`config.mk`:
```
export PLATFORM = sky130hd
export DESIGN_NAME = ipv4_header_parse_check
export DESIGN_NICKNAME = d
export VERILOG_FILES = /design/src/hw/rtl/ihpc_pkg.sv /design/src/hw/rtl/ipv4_header_parse_check.sv /design/src/hw/rtl/ihpc_parser.sv /design/src/hw/rtl/ihpc_out_stage.sv
export VERILOG_INCLUDE_DIRS = /design/src /design/src/hw/rtl
export SDC_FILE = /design/constraint.sdc
export NUM_CORES = 1
export LEC_CHECK = 0
export BUFFER_PORTS_ARGS = -buffer_cell sky130_fd_sc_hd__buf_4
export CAP_MARGIN = 40
export CORE_ASPECT_RATIO = 1.75
export CORE_MARGIN = 1
export CORE_UTILIZATION = 60
export DETAILED_ROUTE_END_ITERATION = 6
export PLACE_DENSITY = 0.8
export SLEW_MARGIN = 20
export SYNTH_ARGS = -nofsm -noshare
export SYNTH_HDL_FRONTEND = slang
export SYNTH_HIERARCHICAL = 1
export SYNTH_SLANG_ARGS = --single-unit
export TNS_END_PERCENT = 30
```
`constraint.sdc`:
```
create_clock -name clk -period 9.8 [get_ports clk]
set_clock_uncertainty 0.05 [all_clocks]
set_input_delay 0.49 -clock clk [delete_from_list [all_inputs] [get_ports clk]]
set_output_delay 0.49 -clock clk [all_outputs]
set_load 0.05 [all_outputs]
```
`src/hw/rtl/ipv4_header_parse_check_macros.svh`:
```
// ----------------------------------------------------------------------------
// ipv4 header parse check assertion macros
// shared clocked assertion forms, disabled while in reset
// ----------------------------------------------------------------------------
`ifndef IPV4_HEADER_PARSE_CHECK_MACROS_SVH
`define IPV4_HEADER_PARSE_CHECK_MACROS_SVH

// property on clk, checked outside reset
`define IHPC_ASSERT(lbl, prop, msg) \
    lbl: assert property (@(posedge clk) disable iff (!rst_n) prop) else $error(msg);

// implication with the consequent in the cycle after the antecedent
`define IHPC_ASSERT_NEXT(lbl, ante, cons, msg) \
    lbl: assert property (@(posedge clk) disable iff (!rst_n) (ante) |=> (cons)) \
        else $error(msg);

`endif

```
`src/hw/rtl/ihpc_pkg.sv`:
```
// ----------------------------------------------------------------------------
// ihpc_pkg
// types and constants for the ipv4 header parser and checksum check
// ----------------------------------------------------------------------------
`timescale 1ns / 1ps

package ihpc_pkg;

    localparam int POS_W = 6;

    // header byte at which version and ihl are judged
    localparam logic [POS_W-1:0] POS_HDR_CHECK = 6'd19;

    localparam logic [3:0]  IP_VERSION = 4'd4;
    localparam logic [3:0]  MIN_IHL    = 4'd5;
    localparam logic [15:0] SUM_GOOD   = 16'hFFFF;

    typedef enum logic [1:0] {
        STATUS_OK           = 2'd0,
        STATUS_BAD_CHECKSUM = 2'd1,
        STATUS_BAD_HEADER   = 2'd2
    } status_t;

    typedef struct packed {
        logic [7:0] data_byte;
        logic       start_of_packet;
    } in_word_t;

    typedef struct packed {
        logic [3:0]  version;
        logic [3:0]  header_words;
        logic [7:0]  service_type;
        logic [15:0] total_length;
        logic [15:0] ident;
        logic [2:0]  frag_flags;
        logic [12:0] frag_offset;
        logic [7:0]  time_to_live;
        logic [7:0]  protocol_number;
        logic [31:0] source_address;
        logic [31:0] destination_address;
        status_t     status;
    } out_word_t;

    // result handed from parser to output stage
    typedef struct packed {
        logic      valid;
        out_word_t word;
    } result_t;

endpackage

```
`src/hw/rtl/ipv4_header_parse_check.sv`:
```
// ----------------------------------------------------------------------------
// ipv4_header_parse_check: ipv4 header parser with header checksum check
// result: the word is registered into the output stage when the parser ends a header
// throughput: one byte per cycle while the output skid entry is free (byte_ready high)
// reset: rst_n clears position and header state; the block starts idle
// ----------------------------------------------------------------------------
`timescale 1ns / 1ps

module ipv4_header_parse_check (
    input  logic                clk,
    input  logic                rst_n,
    input  logic                byte_valid,
    output logic                byte_ready,
    input  ihpc_pkg::in_word_t  byte_word,
    output logic                result_valid,
    input  logic                result_ready,
    output ihpc_pkg::out_word_t result_word
);

    ihpc_pkg::result_t result;
    logic              accept;

    assign accept = byte_valid & byte_ready;

    ihpc_parser u_parser (
        .clk       (clk),
        .rst_n     (rst_n),
        .accept    (accept),
        .byte_word (byte_word),
        .result    (result)
    );

    ihpc_out_stage u_out_stage (
        .clk       (clk),
        .rst_n     (rst_n),
        .result    (result),
        .space     (byte_ready),
        .out_valid (result_valid),
        .out_ready (result_ready),
        .out_word  (result_word)
    );

endmodule

```
`src/hw/rtl/ihpc_parser.sv`:
```
// ----------------------------------------------------------------------------
// ihpc_parser
// byte position tracking, header field capture and ones' complement sum
// ----------------------------------------------------------------------------
`timescale 1ns / 1ps
`include "ipv4_header_parse_check_macros.svh"

module ihpc_parser (
    input  logic              clk,
    input  logic              rst_n,
    input  logic              accept,
    input  ihpc_pkg::in_word_t byte_word,
    output ihpc_pkg::result_t  result
);

    logic                      in_header_reg, in_header_next;
    logic [ihpc_pkg::POS_W-1:0] pos_reg, pos_next;
    logic [15:0]               sum_reg, sum_next;
    logic [7:0]                high_reg, high_next;
    logic [3:0]                version_reg, version_next;
    logic [3:0]                ihl_reg, ihl_next;
    logic [7:0]                service_reg, service_next;
    logic [15:0]               length_reg, length_next;
    logic [15:0]               ident_reg, ident_next;
    logic [15:0]               flags_offset_reg, flags_offset_next;
    logic [7:0]                ttl_reg, ttl_next;
    logic [7:0]                protocol_reg, protocol_next;
    logic [31:0]               source_reg, source_next;
    logic [31:0]               dest_reg, dest_next;

    logic                      sop;
    logic                      active;
    logic [7:0]                b;
    logic [ihpc_pkg::POS_W-1:0] pos;
    logic [15:0]               sum_base;
    logic [16:0]               wide_sum;
    logic                      bad_header;
    logic                      header_done;

    always_comb
    begin
        b        = byte_word.data_byte;
        sop      = byte_word.start_of_packet;
        active   = accept & (sop | in_header_reg);
        pos      = sop ? '0 : pos_reg;
        sum_base = sop ? 16'd0 : sum_reg;
        wide_sum = {1'b0, sum_base} + {1'b0, high_reg, b};

        in_header_next    = in_header_reg;
        pos_next          = pos_reg;
        sum_next          = sum_reg;
        high_next         = high_reg;
        version_next      = version_reg;
        ihl_next          = ihl_reg;
        service_next      = service_reg;
        length_next       = length_reg;
        ident_next        = ident_reg;
        flags_offset_next = flags_offset_reg;
        ttl_next          = ttl_reg;
        protocol_next     = protocol_reg;
        source_next       = source_reg;
        dest_next         = dest_reg;
        bad_header        = 1'b0;
        header_done       = 1'b0;

        if (active)
        begin
            // even position holds the high byte, odd position folds the word in
            if (!pos[0])
            begin
                high_next = b;
                sum_next  = sum_base;
            end
            else
            begin
                sum_next = wide_sum[15:0] + {15'd0, wide_sum[16]};
            end

            unique case (pos) inside
                6'd0:
                begin
                    version_next = b[7:4];
                    ihl_next     = b[3:0];
                end
                6'd1:           service_next      = b;
                6'd2, 6'd3:     length_next       = {length_reg[7:0], b};
                6'd4, 6'd5:     ident_next        = {ident_reg[7:0], b};
                6'd6, 6'd7:     flags_offset_next = {flags_offset_reg[7:0], b};
                6'd8:           ttl_next          = b;
                6'd9:           protocol_next     = b;
                [6'd12:6'd15]:  source_next       = {source_reg[23:0], b};
                [6'd16:6'd19]:  dest_next         = {dest_reg[23:0], b};
                default:        ;
            endcase

            bad_header  = (pos == ihpc_pkg::POS_HDR_CHECK)
                        && ((version_next != ihpc_pkg::IP_VERSION)
                            || (ihl_next < ihpc_pkg::MIN_IHL));
            // last header byte sits at position ihl*4-1
            header_done = (pos >= ihpc_pkg::POS_HDR_CHECK)
                        && (pos == {ihl_next - 4'd1, 2'b11});

            if (bad_header || header_done)
            begin
                in_header_next = 1'b0;
                pos_next       = pos;
            end
            else
            begin
                in_header_next = 1'b1;
                pos_next       = pos + ihpc_pkg::POS_W'(1);
            end
        end
    end

    always_comb
    begin
        result.valid                    = bad_header | header_done;
        result.word.version             = version_next;
        result.word.header_words        = ihl_next;
        result.word.service_type        = service_next;
        result.word.total_length        = length_next;
        result.word.ident               = ident_next;
        result.word.frag_flags          = flags_offset_next[15:13];
        result.word.frag_offset         = flags_offset_next[12:0];
        result.word.time_to_live        = ttl_next;
        result.word.protocol_number     = protocol_next;
        result.word.source_address      = source_next;
        result.word.destination_address = dest_next;
        if (bad_header)
            result.word.status = ihpc_pkg::STATUS_BAD_HEADER;
        else if (sum_next == ihpc_pkg::SUM_GOOD)
            result.word.status = ihpc_pkg::STATUS_OK;
        else
            result.word.status = ihpc_pkg::STATUS_BAD_CHECKSUM;
    end

    always_ff @(posedge clk or negedge rst_n)
    begin
        if (!rst_n)
        begin
            in_header_reg <= 1'b0;
            pos_reg       <= '0;
        end
        else
        begin
            in_header_reg <= in_header_next;
            pos_reg       <= pos_next;
        end
    end

    always_ff @(posedge clk)
    begin
        sum_reg          <= sum_next;
        high_reg         <= high_next;
        version_reg      <= version_next;
        ihl_reg          <= ihl_next;
        service_reg      <= service_next;
        length_reg       <= length_next;
        ident_reg        <= ident_next;
        flags_offset_reg <= flags_offset_next;
        ttl_reg          <= ttl_next;
        protocol_reg     <= protocol_next;
        source_reg       <= source_next;
        dest_reg         <= dest_next;
    end

    `IHPC_ASSERT_NEXT(a_result_ends_header, result.valid, !in_header_reg, "header still open after result")
    `IHPC_ASSERT(a_ok_needs_good_header, (result.valid && result.word.status != ihpc_pkg::STATUS_BAD_HEADER) |-> (result.word.version == ihpc_pkg::IP_VERSION && result.word.header_words >= ihpc_pkg::MIN_IHL), "non header error result with bad version or ihl")
    `IHPC_ASSERT(a_pos_in_header, in_header_reg |-> (pos_reg <= {ihl_reg, 2'b11} || pos_reg <= ihpc_pkg::POS_HDR_CHECK), "byte position past header end")

endmodule

```
`src/hw/rtl/ihpc_out_stage.sv`:
```
// ----------------------------------------------------------------------------
// ihpc_out_stage
// result register with one skid entry behind it
// ----------------------------------------------------------------------------
`timescale 1ns / 1ps
`include "ipv4_header_parse_check_macros.svh"

module ihpc_out_stage (
    input  logic                clk,
    input  logic                rst_n,
    input  ihpc_pkg::result_t   result,
    output logic                space,
    output logic                out_valid,
    input  logic                out_ready,
    output ihpc_pkg::out_word_t out_word
);

    logic                main_valid_reg, main_valid_next;
    logic                skid_valid_reg, skid_valid_next;
    ihpc_pkg::out_word_t main_word_reg, main_word_next;
    ihpc_pkg::out_word_t skid_word_reg, skid_word_next;

    assign space     = !skid_valid_reg;
    assign out_valid = main_valid_reg;
    assign out_word  = main_word_reg;

    always_comb
    begin
        main_valid_next = main_valid_reg;
        skid_valid_next = skid_valid_reg;
        main_word_next  = main_word_reg;
        skid_word_next  = skid_word_reg;
        if (skid_valid_reg)
        begin
            // no new word can arrive while the skid entry is full
            if (out_ready)
            begin
                main_word_next  = skid_word_reg;
                skid_valid_next = 1'b0;
            end
        end
        else if (result.valid)
        begin
            if (!main_valid_reg || out_ready)
            begin
                main_valid_next = 1'b1;
                main_word_next  = result.word;
            end
            else
            begin
                skid_valid_next = 1'b1;
                skid_word_next  = result.word;
            end
        end
        else if (out_ready)
        begin
            main_valid_next = 1'b0;
        end
    end

    always_ff @(posedge clk or negedge rst_n)
    begin
        if (!rst_n)
        begin
            main_valid_reg <= 1'b0;
            skid_valid_reg <= 1'b0;
        end
        else
        begin
            main_valid_reg <= main_valid_next;
            skid_valid_reg <= skid_valid_next;
        end
    end

    always_ff @(posedge clk)
    begin
        main_word_reg <= main_word_next;
        skid_word_reg <= skid_word_next;
    end

    `IHPC_ASSERT(a_skid_behind_main, skid_valid_reg |-> main_valid_reg, "skid entry full with result register empty")
    `IHPC_ASSERT(a_no_push_when_full, skid_valid_reg |-> !result.valid, "word pushed into full output stage")
    `IHPC_ASSERT_NEXT(a_skid_drains, (skid_valid_reg && out_ready), (main_valid_reg && !skid_valid_reg), "skid entry did not move up")

endmodule

```
* Word-level counts from Yosys, hierarchy flattened
Index checks and enable logic that the tools add are counted.
** Operators by class
- $add $sub $neg :: 4
- Order comparisons :: 6
- Equal/unequal tests :: 15
- Mux-type cells :: 43
- Bitwise operators :: 7
- Reduce and logical (&&, ||, !) cells :: 20
** Operators with widths (count)
- 146-bit 2-to-1 mux :: 4
- 16-bit 2-to-1 mux :: 9
- 32-bit 2-to-1 mux :: 4
- 8-bit 2-to-1 mux :: 6
- 6-bit by 3-bit equality test with 1-bit output, second input constant :: 4
- 4-bit 2-to-1 mux :: 6
- 16-bit by 16-bit adder with 17-bit output :: 1
- 16-bit by 1-bit adder with 16-bit output :: 1
- 16-bit equality test, second input constant :: 1
- 6-bit by 2-bit equality test with 1-bit output, second input constant :: 2
- 6-bit by 4-bit equality test with 1-bit output, second input constant :: 2
- 6-bit by 5-bit greater-or-equal comparator with 1-bit output, second input constant :: 2
- 6-bit 2-to-1 mux :: 2
- 1-bit 2-to-1 mux :: 11
- 3-bit AND reduction :: 3
- 6-bit by 1-bit adder with 6-bit output, second input constant :: 1
- 6-bit by 1-bit equality test with 1-bit output, second input constant :: 1
- 6-bit by 5-bit equality test with 1-bit output, second input constant :: 1
- 6-bit equality test :: 1
- 6-bit by 4-bit greater-or-equal comparator with 1-bit output, second input constant :: 1
- 6-bit by 4-bit less-or-equal comparator with 1-bit output, second input constant :: 1
- 6-bit by 5-bit less-or-equal comparator with 1-bit output, second input constant :: 1
- 6-bit zero test :: 1
- 2-bit nonzero test :: 3
- 14 further kinds :: 26
** Storage, ports and cells
- Flip-flop bits (word level) :: 469
- Bits of input ports :: 13
- Logic and storage cells :: 135

* Logic depth before layout (Yosys ltp)
Gate-level depths: netlist of run 1.
- Word-level depth :: 12
- Mapped depth :: 29
- Mapped depth without buffers :: 25

* Hierarchy
Netlist of run 1, hierarchy kept.
** By module, submodules not included
- ihpc_out_stage :: instances 1, cells an instance 465, area each 10944.2 um^2, sequential area each 8818.5 um^2
- ihpc_parser :: instances 1, cells an instance 662, area each 7499.7 um^2, sequential area each 3618.5 um^2
- ipv4_header_parse_check :: instances 1, cells an instance 1, area each 6.3 um^2, sequential area each 0.0 um^2

* Worst setup path before layout of run 1
OpenSTA, ideal clock, no wires.
- Kind :: input to register
- From :: in byte_word[0] in the netlist's numbering
- To :: reg u_out_stage.main_word_reg (netlist bit u_out_stage/out_word[0]), enable pin
- Arrival time :: 6.177 ns
- Data required time :: 9.231 ns
- Slack :: 3.054 ns
- Stages on the path :: 13
- Path through :: buf_4 -> clkbuf_1 -> clkbuf_1 -> nand2b_1 -> ha_1 -> o21ai_2 -> mux2i_1 -> ha_1 -> xnor2_1 -> nor3b_1 -> a31oi_1 -> nor2_1 -> o22a_1
** RTL lines
- from (decl) :: line ipv4_header_parse_check.sv:14 : input ihpc_pkg::in_word_t byte_word,
- to (signal assigned) :: line ihpc_out_stage.sv:77 : main_word_reg <= main_word_next;
- to (decl) :: line ihpc_out_stage.sv:20 : ihpc_pkg::out_word_t main_word_reg, main_word_next;

==> results of run 1 <==
==> kinds of logic (layout without fill, tap and decap cells) <==
group                      count (synthesis)  in the layout  share of synthesized area
AOI/OAI and AO/OA                         83             83                     0.0317
DFF                                      469            469                      0.674
xor gates and xnor gates                  28             28                     0.0140
buffers and inverters                     56            266                     0.0164
and+or+nand+nor                          172            172                     0.0522
adders and majority gates                 23             23                     0.0155
muxes                                    297            297                      0.196
==> per-layer routing <==
metal | global-route usage | routed length (um)
met1 | 0.274 | 14200
met2 | 0.411 | 18800
met3 | 0.0439 | 1710
met4 | 0.128 | 1690
met5 | 0 | 0
==> synthesized netlist by cell type (5+ instances only) <==
library cell  count  area (um^2)
edfxtp_1        300         9010
mux2_2          215         2420
dfxtp_1         160         3200
mux2_4           75         1130
nand2_1          39          146
nor2_1           27          101
nand3_1          21          105
clkbuf_1         19         71.3
ha_1             18          225
nor2b_1          18          113
o21ai_0          15         75.1
xnor2_1          15          131
inv_1            13         48.8
xor2_1           12          105
nand2b_1         11         68.8
a21oi_1          10         50.1
buf_6            10          113
dfrtp_1           9          225
nand4_1           9         56.3
buf_2             8         40.0
mux2i_1           7         70.1
a21o_1            6         45.0
and2_1            6         37.5
nor3_1            6         30.0
o211ai_1          6         45.0
and3_1            5         31.3
==> worst register-to-register path: stages, from the launching register on <==
cell and delay [ns]:
dfxtp_1 0.32, nor2b_1 0.13, ha_1 0.22, fa_1 0.46
a21oi_1 0.19, nor3b_1 0.10, or3_1 0.43, and3b_1 0.21
or3_4 0.39, nand3_1 0.16, a21boi_0 0.10, o21a_1 0.16
o21ai_0 0.14, nand2b_1 0.11, ha_1 0.22, ha_1 0.23
xnor2_1 0.18, nand2_1 0.08, mux2i_1 0.12, o21ai_0 0.20
nand4_1 0.12, a2111oi_0 0.42, nand4_1 0.14, a2111oi_0 0.43
a41oi_1 0.20, mux2_2 0.29
==> cell type report <==
type                    instances  share of cell area
clock buffers                  51              0.0512
multi-input cells             603               0.266
repair buffers                180              0.0679
well taps                     387              0.0225
flip-flops and latches        469               0.577
inverters                      13             0.00226
clock inverters                22              0.0132
==> worst paths after layout <==
kind	from	end	slack, ns	depth (start not counted)
min in group asynchronous	rst_n	u_parser/pos_reg[0]$_DFFE_PN0P_	0.27	2
max in group asynchronous	rst_n	u_out_stage/skid_valid_reg$_DFF_PN0_	9.27	2
min reg2reg	u_parser/sum_reg[12]$_DFF_P_	u_parser/sum_reg[12]$_DFF_P_	0.43	2
min	result_ready	u_out_stage/skid_valid_reg$_DFF_PN0_	0.08	2
max	u_parser/sum_reg[0]$_DFF_P_	u_out_stage/out_word[0]$_DFFE_PP_	3.74	25
max reg2reg	u_parser/sum_reg[0]$_DFF_P_	u_out_stage/out_word[0]$_DFFE_PP_	3.74	25
==> cell usage in the layout, fill, tap and decap left out, drive strengths merged, types with 6 or more instances in the layout <==
cell        n
a21o        6
a21oi      10
and2        6
buf       179
clkbuf     51
clkinv      8
clkinvlp    6
dfrtp       9
dfxtp     160
edfxtp    300
ha         18
inv        16
mux2      290
mux2i       7
nand2      39
nand2b     11
nand3      22
nand4       9
nor2       27
nor2b      19
nor3        6
o211ai      6
o21ai      20
xnor2      15
xor2       12
==> stage by stage <==
step / hold slack [ns] / setup WS [ns] / instance area [um^2] / utilization / total power [mW]
floorplan: 0.144 / 3.05 / 18500 / - / 2.72
global route: 0.0684 / 3.28 / 21600 / 0.715 / 4.63
CTS: 0.0626 / 3.74 / 21500 / 0.714 / 4.50
finish: 0.0816 / 3.74 / 21600 / 0.715 / 4.47
global placement: 0.286 / 3.49 / 20000 / 0.662 / 2.83
detailed placement: 0.284 / 3.27 / 20100 / 0.668 / 2.85
==> power groups by stage <==
stage | clock network, mW | logic [mW] | registers [mW]
floorplan | 0 | 0.411 | 2.31
global placement | 0 | 0.503 | 2.32
detailed placement | 0 | 0.522 | 2.33
CTS | 1.68 | 0.528 | 2.29
global route | 1.76 | 0.575 | 2.30
finish | 1.65 | 0.531 | 2.29
==> out/metrics.cfg, run 1 <==
[run_status]
outcome = finished clean

[clock_tree]
cts_tree = yes
clock_latency_ns = 0.54
cts_inserted_buffers = 40
clk_pin_slew_worst_paths_ns = 0.07
holdBufCountCts = 1
ctsResizeCount = 0
cts.sinks = 469
htree_levels = 2
clock_path_buffers = 3
cts_root_buf = clkbuf_16
post_cts_buffers = 0

[route]
dr.pass1.iters = 5
via_per_inst = 5.75
num_vias = 9919
ant_nets = 0
route.detailed.drc = 0
drt_iter0_markers = 612
wl_mm = 36.3
post_drt_wl_per_cell_um = 21.1

[cells_and_area]
fillers = 1941
multi_input_area_mm2 = 0.00574
area_growth_pct = 16.9
final_nets = 1339
drive_gt1_frac = 0.414
antenna_cells = 0
seqCellArea_mm2 = 0.0124
fin_cells = 1725

[global_route]
track_usage = 0.236
grt_pass1_wl_mm = 56.2
grt_antenna_before_repair = 0
grt_pass1_vias = 10300
grt_max_degree = 65
overflow = 0

[logic_synthesis]
synth-edff-count = 300
yosys_warnings = 6
syn-cell-area_mm2 = 0.0185
syn_inst = 1128
yosysUniqueCellTypes = 74
postSynth.asyncResetShare = 0.0192
synth_top_flop_cell = edfxtp_1
avgSynthCellArea_um2 = 16.4
mappedNetlistNets = 1160
ys_seq_area_frac = 0.674
ys_seq_elements = 469

[pwr]
ir_worst_vdd_mv = 0.221
switching_share = 0.230
p_switching_mw = 1.03
clkPwrFrac = 0.369
power.density_mw_per_mm2 = 207
combPwrFrac = 0.119
seqPwrFrac = 0.513
internal_power_mw = 3.44
leakage_nw = 8.27

[hold_path]
hold_class = in -> reg

[worst_setup_path]
crit_top_cell = ha_1
end_kind = register
cp_max_fo = 5
crit_family = simple AND/OR/NAND/NOR gates
worstPathRequired_ns = 10.03
max_stage_delay_ns = 0.46
startpoint_type = register
slowest_stage = fa_1
arrival_ns = 6.30
path_buf_inv = 0
worst-setup-path-type = reg -> reg

[sta]
setup-violations-final = 0
slew_viol_final = 0
finalHoldViolations = 0
fin_crit_ns = 6.06
tightest_slew_ns = 0.721
max_freq_ghz = 0.165
timing.final.crit_share = 0.619
setup_tns_ns = 0
max_slew_margin = 0.519
rsz0062_at_grt = no

[floorplan]
io_pins = 161
chipWidth_um = 135
core_area_mm2 = 0.0302
rows = 84
start_util = 0.612
chipHeight_um = 234
die-area_mm2 = 0.0315

[placement]
dp_cells = 1650
place.port_buffers = 160
place_congestion = 0.858
hpwlAfterDp_mm = 23.6

[flow_run]
timing.max_cap.violations = 0

Power figures use the tool's default switching activity.
==> run 2, diff against run 1 <==
--- a/config.mk
+++ b/config.mk
@@ -6,13 +6,14 @@
 export SDC_FILE = /design/constraint.sdc
 export NUM_CORES = 1
 export LEC_CHECK = 0
+export ABC_AREA = 1
 export BUFFER_PORTS_ARGS = -buffer_cell sky130_fd_sc_hd__buf_4
 export CAP_MARGIN = 40
 export CORE_ASPECT_RATIO = 1.75
 export CORE_MARGIN = 1
-export CORE_UTILIZATION = 60
+export CORE_UTILIZATION = 59
 export DETAILED_ROUTE_END_ITERATION = 6
-export PLACE_DENSITY = 0.8
+export PLACE_DENSITY = 0.79
 export SLEW_MARGIN = 20
 export SYNTH_ARGS = -nofsm -noshare
 export SYNTH_HDL_FRONTEND = slang
==> constraint.sdc (replaced) <==
create_clock -name clk -period 6.2 [get_ports clk]
set_clock_uncertainty 0.05 [all_clocks]
set_input_delay 0.31 -clock clk [delete_from_list [all_inputs] [get_ports clk]]
set_output_delay 0.31 -clock clk [all_outputs]
set_load 0.05 [all_outputs]
==> run 2 against run 1 <==
Effect of this change:
- synthesized cell count increased by 50%
- cell area shrank 0.58%
- worst setup slack worse by 2.0 ns
- register-to-register slack got worse by 2.0 ns
- count of clock-buffer cells in the layout up 5
- routed wire length grew 15%
==> out/metrics.cfg, run 2 <==
[global_route]
grt_max_degree = 83
grt_pass1_wl_mm = 64.6
grt_pass1_vias = 12300
track_usage = 0.267
overflow = 0
grt_antenna_before_repair = 0

[route]
routed.top_layer = met4
wl_mm = 41.7
routed-wl-met2_mm = 22.8
ant_nets = 0
drt_iter0_markers = 924
post_drt_wl_per_cell_um = 18.3
route.detailed.drc = 0
num_vias = 12400
dr_wl_met3_mm = 1.87
wl_met1_mm = 15.2
dr.pass1.iters = 5
via_per_inst = 5.43

[sta]
max_freq_ghz = 0.223
finalHoldViolations = 0
rsz0062_at_grt = no
fin_crit_ns = 4.48
setup_tns_ns = 0
timing.final.crit_share = 0.723
tightest_slew_ns = 0.762
hold_slack_ns = 0.0985
max_slew_margin = 0.491
slew_viol_final = 0
fin_ws_ns = 1.72
setup-violations-final = 0

[worst_setup_path]
arrival_ns = 4.63
worst_r2r_path_depth = 20
cp_max_fo = 69
timing.rr.start = u_parser/pos_reg[0]$_DFFE_PN0P_
worst-setup-path-type = reg -> reg
startpoint_type = register
worstPathRequired_ns = 6.35
r2r-end = u_out_stage/skid_word_reg[0]$_DFFE_PP_
end_kind = register
rrSetupSlack_ns = 1.72

[floorplan]
start_util = 0.598
io_pins = 161
rows = 85
core_area_mm2 = 0.0307
chipHeight_um = 236
chipWidth_um = 135
die-area_mm2 = 0.0319

[logic_synthesis]
yosysMostFrequentCell = nand2_1
yosys-top-cells-area = edfxtp_1 (49%), dfxtp_1 (17%), nand2_1 (14%)
ys_seq_area_frac = 0.676
synth_top_flop_cell = edfxtp_1
yosysUniqueCellTypes = 45
avgSynthCellArea_um2 = 10.9
synth_top_area_cell = edfxtp_1
synth-edff-count = 300
mappedNetlistNets = 1723
syn_inst = 1691
postSynth.asyncResetShare = 0.0192
yosys_warnings = 6
syn-cell-area_mm2 = 0.0184
synth_top_area_frac = 0.490
yosys-top-cells-count = nand2_1 (681), edfxtp_1 (300), dfxtp_1 (160)
ys_seq_elements = 469

[flow_run]
timing.max_cap.violations = 0

[hold_path]
hold_class = in -> async

[pwr]
leakage_nw = 9.18
power.density_mw_per_mm2 = 328
p_total_mw = 7.03
ir_worst_vdd_mv = 0.316

[cells_and_area]
area_growth_pct = 16.6
final_common_cell = nand2_1
drive_gt1_frac = 0.189
final_nets = 1889
final_cell_mix = nand2_1 (680), edfxtp_1 (300), buf_4 (166)
antenna_cells = 0
fin_cells = 2279

[clock_tree]
clk_pin_slew_worst_paths_ns = 0.07
htree_levels = 2
ctsResizeCount = 0
clock_path_buffers = 3
clock_latency_ns = 0.55
cts_inserted_buffers = 39
cts_tree = yes
cts_root_buf = clkbuf_16
cts.sinks = 469

[placement]
dp_cells = 2196
place.port_buffers = 160
hpwlAfterDp_mm = 26.9
dp_slack_ns = 1.45
place_congestion = 0.915

[run_status]
outcome = finished clean

==> run 2: worst max-delay path by stage <==
| stage | from | endpoint | cells after the start | slack [ns] |
|---|---|---|---|---|
| after global routing | u_parser/pos_reg[1]$_DFFE_PN0P_ | u_out_stage/skid_word_reg[5]$_DFFE_PP_ | 22 | 1.40 |
| after CTS | u_parser/pos_reg[0]$_DFFE_PN0P_ | u_out_stage/skid_word_reg[0]$_DFFE_PP_ | 20 | 1.71 |
| after detailed placement | byte_word[0] | u_out_stage/skid_word_reg[12]$_DFFE_PP_ | 22 | 1.45 |
| final | u_parser/pos_reg[0]$_DFFE_PN0P_ | u_out_stage/skid_word_reg[0]$_DFFE_PP_ | 20 | 1.72 |
| after floorplan | byte_word[0] | u_out_stage/skid_word_reg[0]$_DFFE_PP_ | 22 | -0.18 |
| after global placement | byte_word[0] | u_out_stage/skid_word_reg[21]$_DFFE_PP_ | 22 | 1.46 |
==> run 2: kinds of logic (layout without fill, tap and decap cells) <==
kind of cell	Yosys count	in the layout	share of synthesized area
XOR/XNOR	9	9	0.00429
multiplexers	70	70	0.0429
adder cells (fa/ha/maj)	19	19	0.0133
buffers and inverters	145	342	0.0384
AO/OA/AOI/OAI	124	124	0.0369
AND/OR/NAND/NOR	855	855	0.188
flip-flops	469	469	0.676
==> run 2: report_power, final <==
| part | total, mW | switching, mW | internal, mW |
|---|---|---|---|
| combinational | 0.800 | 0.536 | 0.263 |
| clock | 2.62 | 1.10 | 1.53 |
| sequential | 3.61 | 0.0713 | 3.54 |
==> run 2: area by class of cell <==
| class | instances | area [um^2] |
|---|---|---|
| well taps | 391 | 489 |
| multi-input cells | 1077 | 5270 |
| fillers | 2121 | 9300 |
| repair buffers | 183 | 1500 |
| clock inverters | 16 | 205 |
| flip-flops and latches | 469 | 12400 |
| clock buffers | 56 | 1200 |
| inverters | 87 | 337 |
==> run 2: metrics by stage <==
step	area (um^2)	utilization
detailed placement	19900	0.648
finish	21400	0.698
floorplan	18400	-
CTS	21400	0.697
global route	21400	0.698
global placement	19800	0.644
==> run 2: repair_timing <==
item | CTS | global route
hold buffers | 10 | 0
setup endpoints to repair | 0 | 0
endpoints found under the hold margin | 18 | 0
setup buffers | 0 | 0
==> run 2: critical path: stages (launching register included) <==
cell	delay, ns
dfrtp_1	0.40
nand2_2	0.19
ha_1	0.21
inv_1	0.07
nor2_4	0.13
nand3_4	0.19
nor2_1	0.24
a21oi_4	0.06
ha_1	0.31
xnor2_1	0.15
nand2_1	0.07
nor4b_1	0.27
nand4_1	0.14
nand2_2	0.12
inv_1	0.06
nor2_1	0.17
inv_1	0.06
nor2_1	0.12
nand2_1	0.14
inv_6	0.52
buf_12	0.39
==> run 2: metal layers <==
layer,global-route usage,vias up
met5,0,-
met4,0.132,0
met3,0.0340,108
met2,0.485,407
met1,0.303,5895
li1,-,5956
==> run 3, diff against run 2 <==
--- a/config.mk
+++ b/config.mk
@@ -11,9 +11,9 @@
 export CAP_MARGIN = 40
 export CORE_ASPECT_RATIO = 1.75
 export CORE_MARGIN = 1
-export CORE_UTILIZATION = 59
+export CORE_UTILIZATION = 53
 export DETAILED_ROUTE_END_ITERATION = 6
-export PLACE_DENSITY = 0.79
+export PLACE_DENSITY = 0.75
 export SLEW_MARGIN = 20
 export SYNTH_ARGS = -nofsm -noshare
 export SYNTH_HDL_FRONTEND = slang
==> constraint.sdc (replaced) <==
create_clock -name clk -period 3.96 [get_ports clk]
set_clock_uncertainty 0.05 [all_clocks]
set_input_delay 0.198 -clock clk [delete_from_list [all_inputs] [get_ports clk]]
set_output_delay 0.198 -clock clk [all_outputs]
set_load 0.05 [all_outputs]
==> run 3 against run 2 <==
Effect of this change:
- worst setup slack lost 1.5 ns
- combinational power grew 72%
- core utilization shrank 4.9 points
- hold slack gained 0.054 ns
- sequential share of layout area shrank 1.6 points
- clock power grew 45%
- routed wire length shrank 1.5%
- non-clock buffer count grew 42
- maximum frequency grew 20%
==> out/metrics.cfg, run 3 (synthesized netlist as in run 2, its figures left out) <==
[worst_setup_path]
timing.rr.start = u_parser/sum_reg[0]$_DFF_P_
crit_top_cell = nand2_1
max_stage_delay_ns = 0.32
cp_max_fo = 4
startpoint_type = register
rrSetupSlack_ns = 0.22
cp-startpoint = u_parser/sum_reg[0]$_DFF_P_
worstPathRequired_ns = 4.21
end_kind = register
arrival_ns = 3.99
slowest_stage = dfxtp_1
worst-setup-path-type = reg -> reg

[floorplan]
rows = 89
io_pins = 161
start_util = 0.541
die-area_mm2 = 0.0355
core_area_mm2 = 0.0340
chipHeight_um = 248
chipWidth_um = 143

[hold_path]
hold_class = in -> reg
hold_start = byte_word[0]

[route]
route.detailed.drc = 0
dr.pass1.iters = 5
via_per_inst = 5.18
ant_nets = 0
wl_mm = 41.1
drt_iter0_markers = 876
post_drt_wl_per_cell_um = 17.2
num_vias = 12400

[global_route]
grt_pass1_wl_mm = 63.3
grt_antenna_before_repair = 0
grt_pass1_vias = 12100
track_usage = 0.233
grt_max_degree = 71
overflow = 0

[sta]
tightest_slew_ns = 0.718
fin_crit_ns = 3.74
timing.final.crit_share = 0.945
slew_viol_final = 0
setup-violations-final = 0
max_slew_margin = 0.520
finalHoldViolations = 0
setup_tns_ns = 0
max_freq_ghz = 0.267

[cells_and_area]
finish.utilization = 0.649
antenna_cells = 0
final_cell_mix = nand2_1 (675), edfxtp_1 (300), buf_4 (199)
final_common_cell = nand2_1
drive_gt1_frac = 0.225
fin_area_mm2 = 0.0220
final_nets = 1931
fin_cells = 2385
fillers = 2542
area_growth_pct = 19.8

[clock_tree]
clock_latency_ns = 0.54
cts_inserted_buffers = 39
cts_tree = yes
cts_root_buf = clkbuf_16
htree_levels = 2
clock_path_buffers = 3
clk_pin_slew_worst_paths_ns = 0.07
cts.sinks = 469

[run_status]
outcome = finished clean

[placement]
place.port_buffers = 160
placed_area_mm2 = 0.0203
dp_cells = 2290
hpwlAfterDp_mm = 27.0
place_congestion = 0.913

[pwr]
ir_worst_vdd_mv = 0.393
power.density_mw_per_mm2 = 492
leakage_nw = 9.36

[flow_run]
timing.max_cap.violations = 0

[run 3: path summary, 6_finish.rpt]
path,to,cells past startpoint
max,u_out_stage/out_word[0]$_DFFE_PP_,29
max reg2reg,u_out_stage/out_word[0]$_DFFE_PP_,29
min in group asynchronous,u_parser/pos_reg[5]$_DFFE_PN0P_,3
max in group asynchronous,u_out_stage/skid_valid_reg$_DFF_PN0_,3
min reg2reg,u_parser/length_reg[14]$_DFF_P_,1
min,u_parser/sum_reg[1]$_DFF_P_,6
[run 3: layout make-up]
type,count,area [um^2],share of cell area
flip-flops and latches,469,12400,0.565
multi-input cells,1077,5490,0.249
repair buffers,225,1920,0.0869
clock buffers,57,1120,0.0511
well taps,455,569,0.0258
inverters,87,335,0.0152
clock inverters,15,155,0.00704
[run 3: critical path: cells and delay by family (launching register included)]
kind / cells / cell delay, ns
fa+ha+maj: 4 / 0.72
flops: 1 / 0.32
compound gates: 1 / 0.06
simple gates: 23 / 2.33
buf+inv: 1 / 0.05
[run 3: repair_timing]
item	in CTS	in global routing
hold buffers	11	0
hold endpoints to repair	19	0
gates resized for setup	0	45
setup buffers	0	9
setup endpoints to repair	0	154
[run 3: metal layers]
layer	share of wire	global-route usage
met1	0.38	0.274
met2	0.53	0.415
met3	0.044	0.0291
met4	0.045	0.111
met5	0	0
[run 3: metrics by stage]
step	worst slack [ns]	hold WS, ns	power [mW]
finish	0.216	0.153	10.9
global route	-0.0500	0.204	11.3
detailed placement	0.0252	-0.00585	7.03
CTS	0.0871	0.110	10.8
global placement	0.0772	-0.00876	6.99
floorplan	-0.830	-0.148	6.66
[run 3: power breakdown]
group	leakage, nW	internal, mW	switching, mW
Clock	0.633	2.13	1.68
Sequential	4.33	5.54	0.119
Combinational	4.40	0.478	0.901
Total	9.36	8.15	2.70
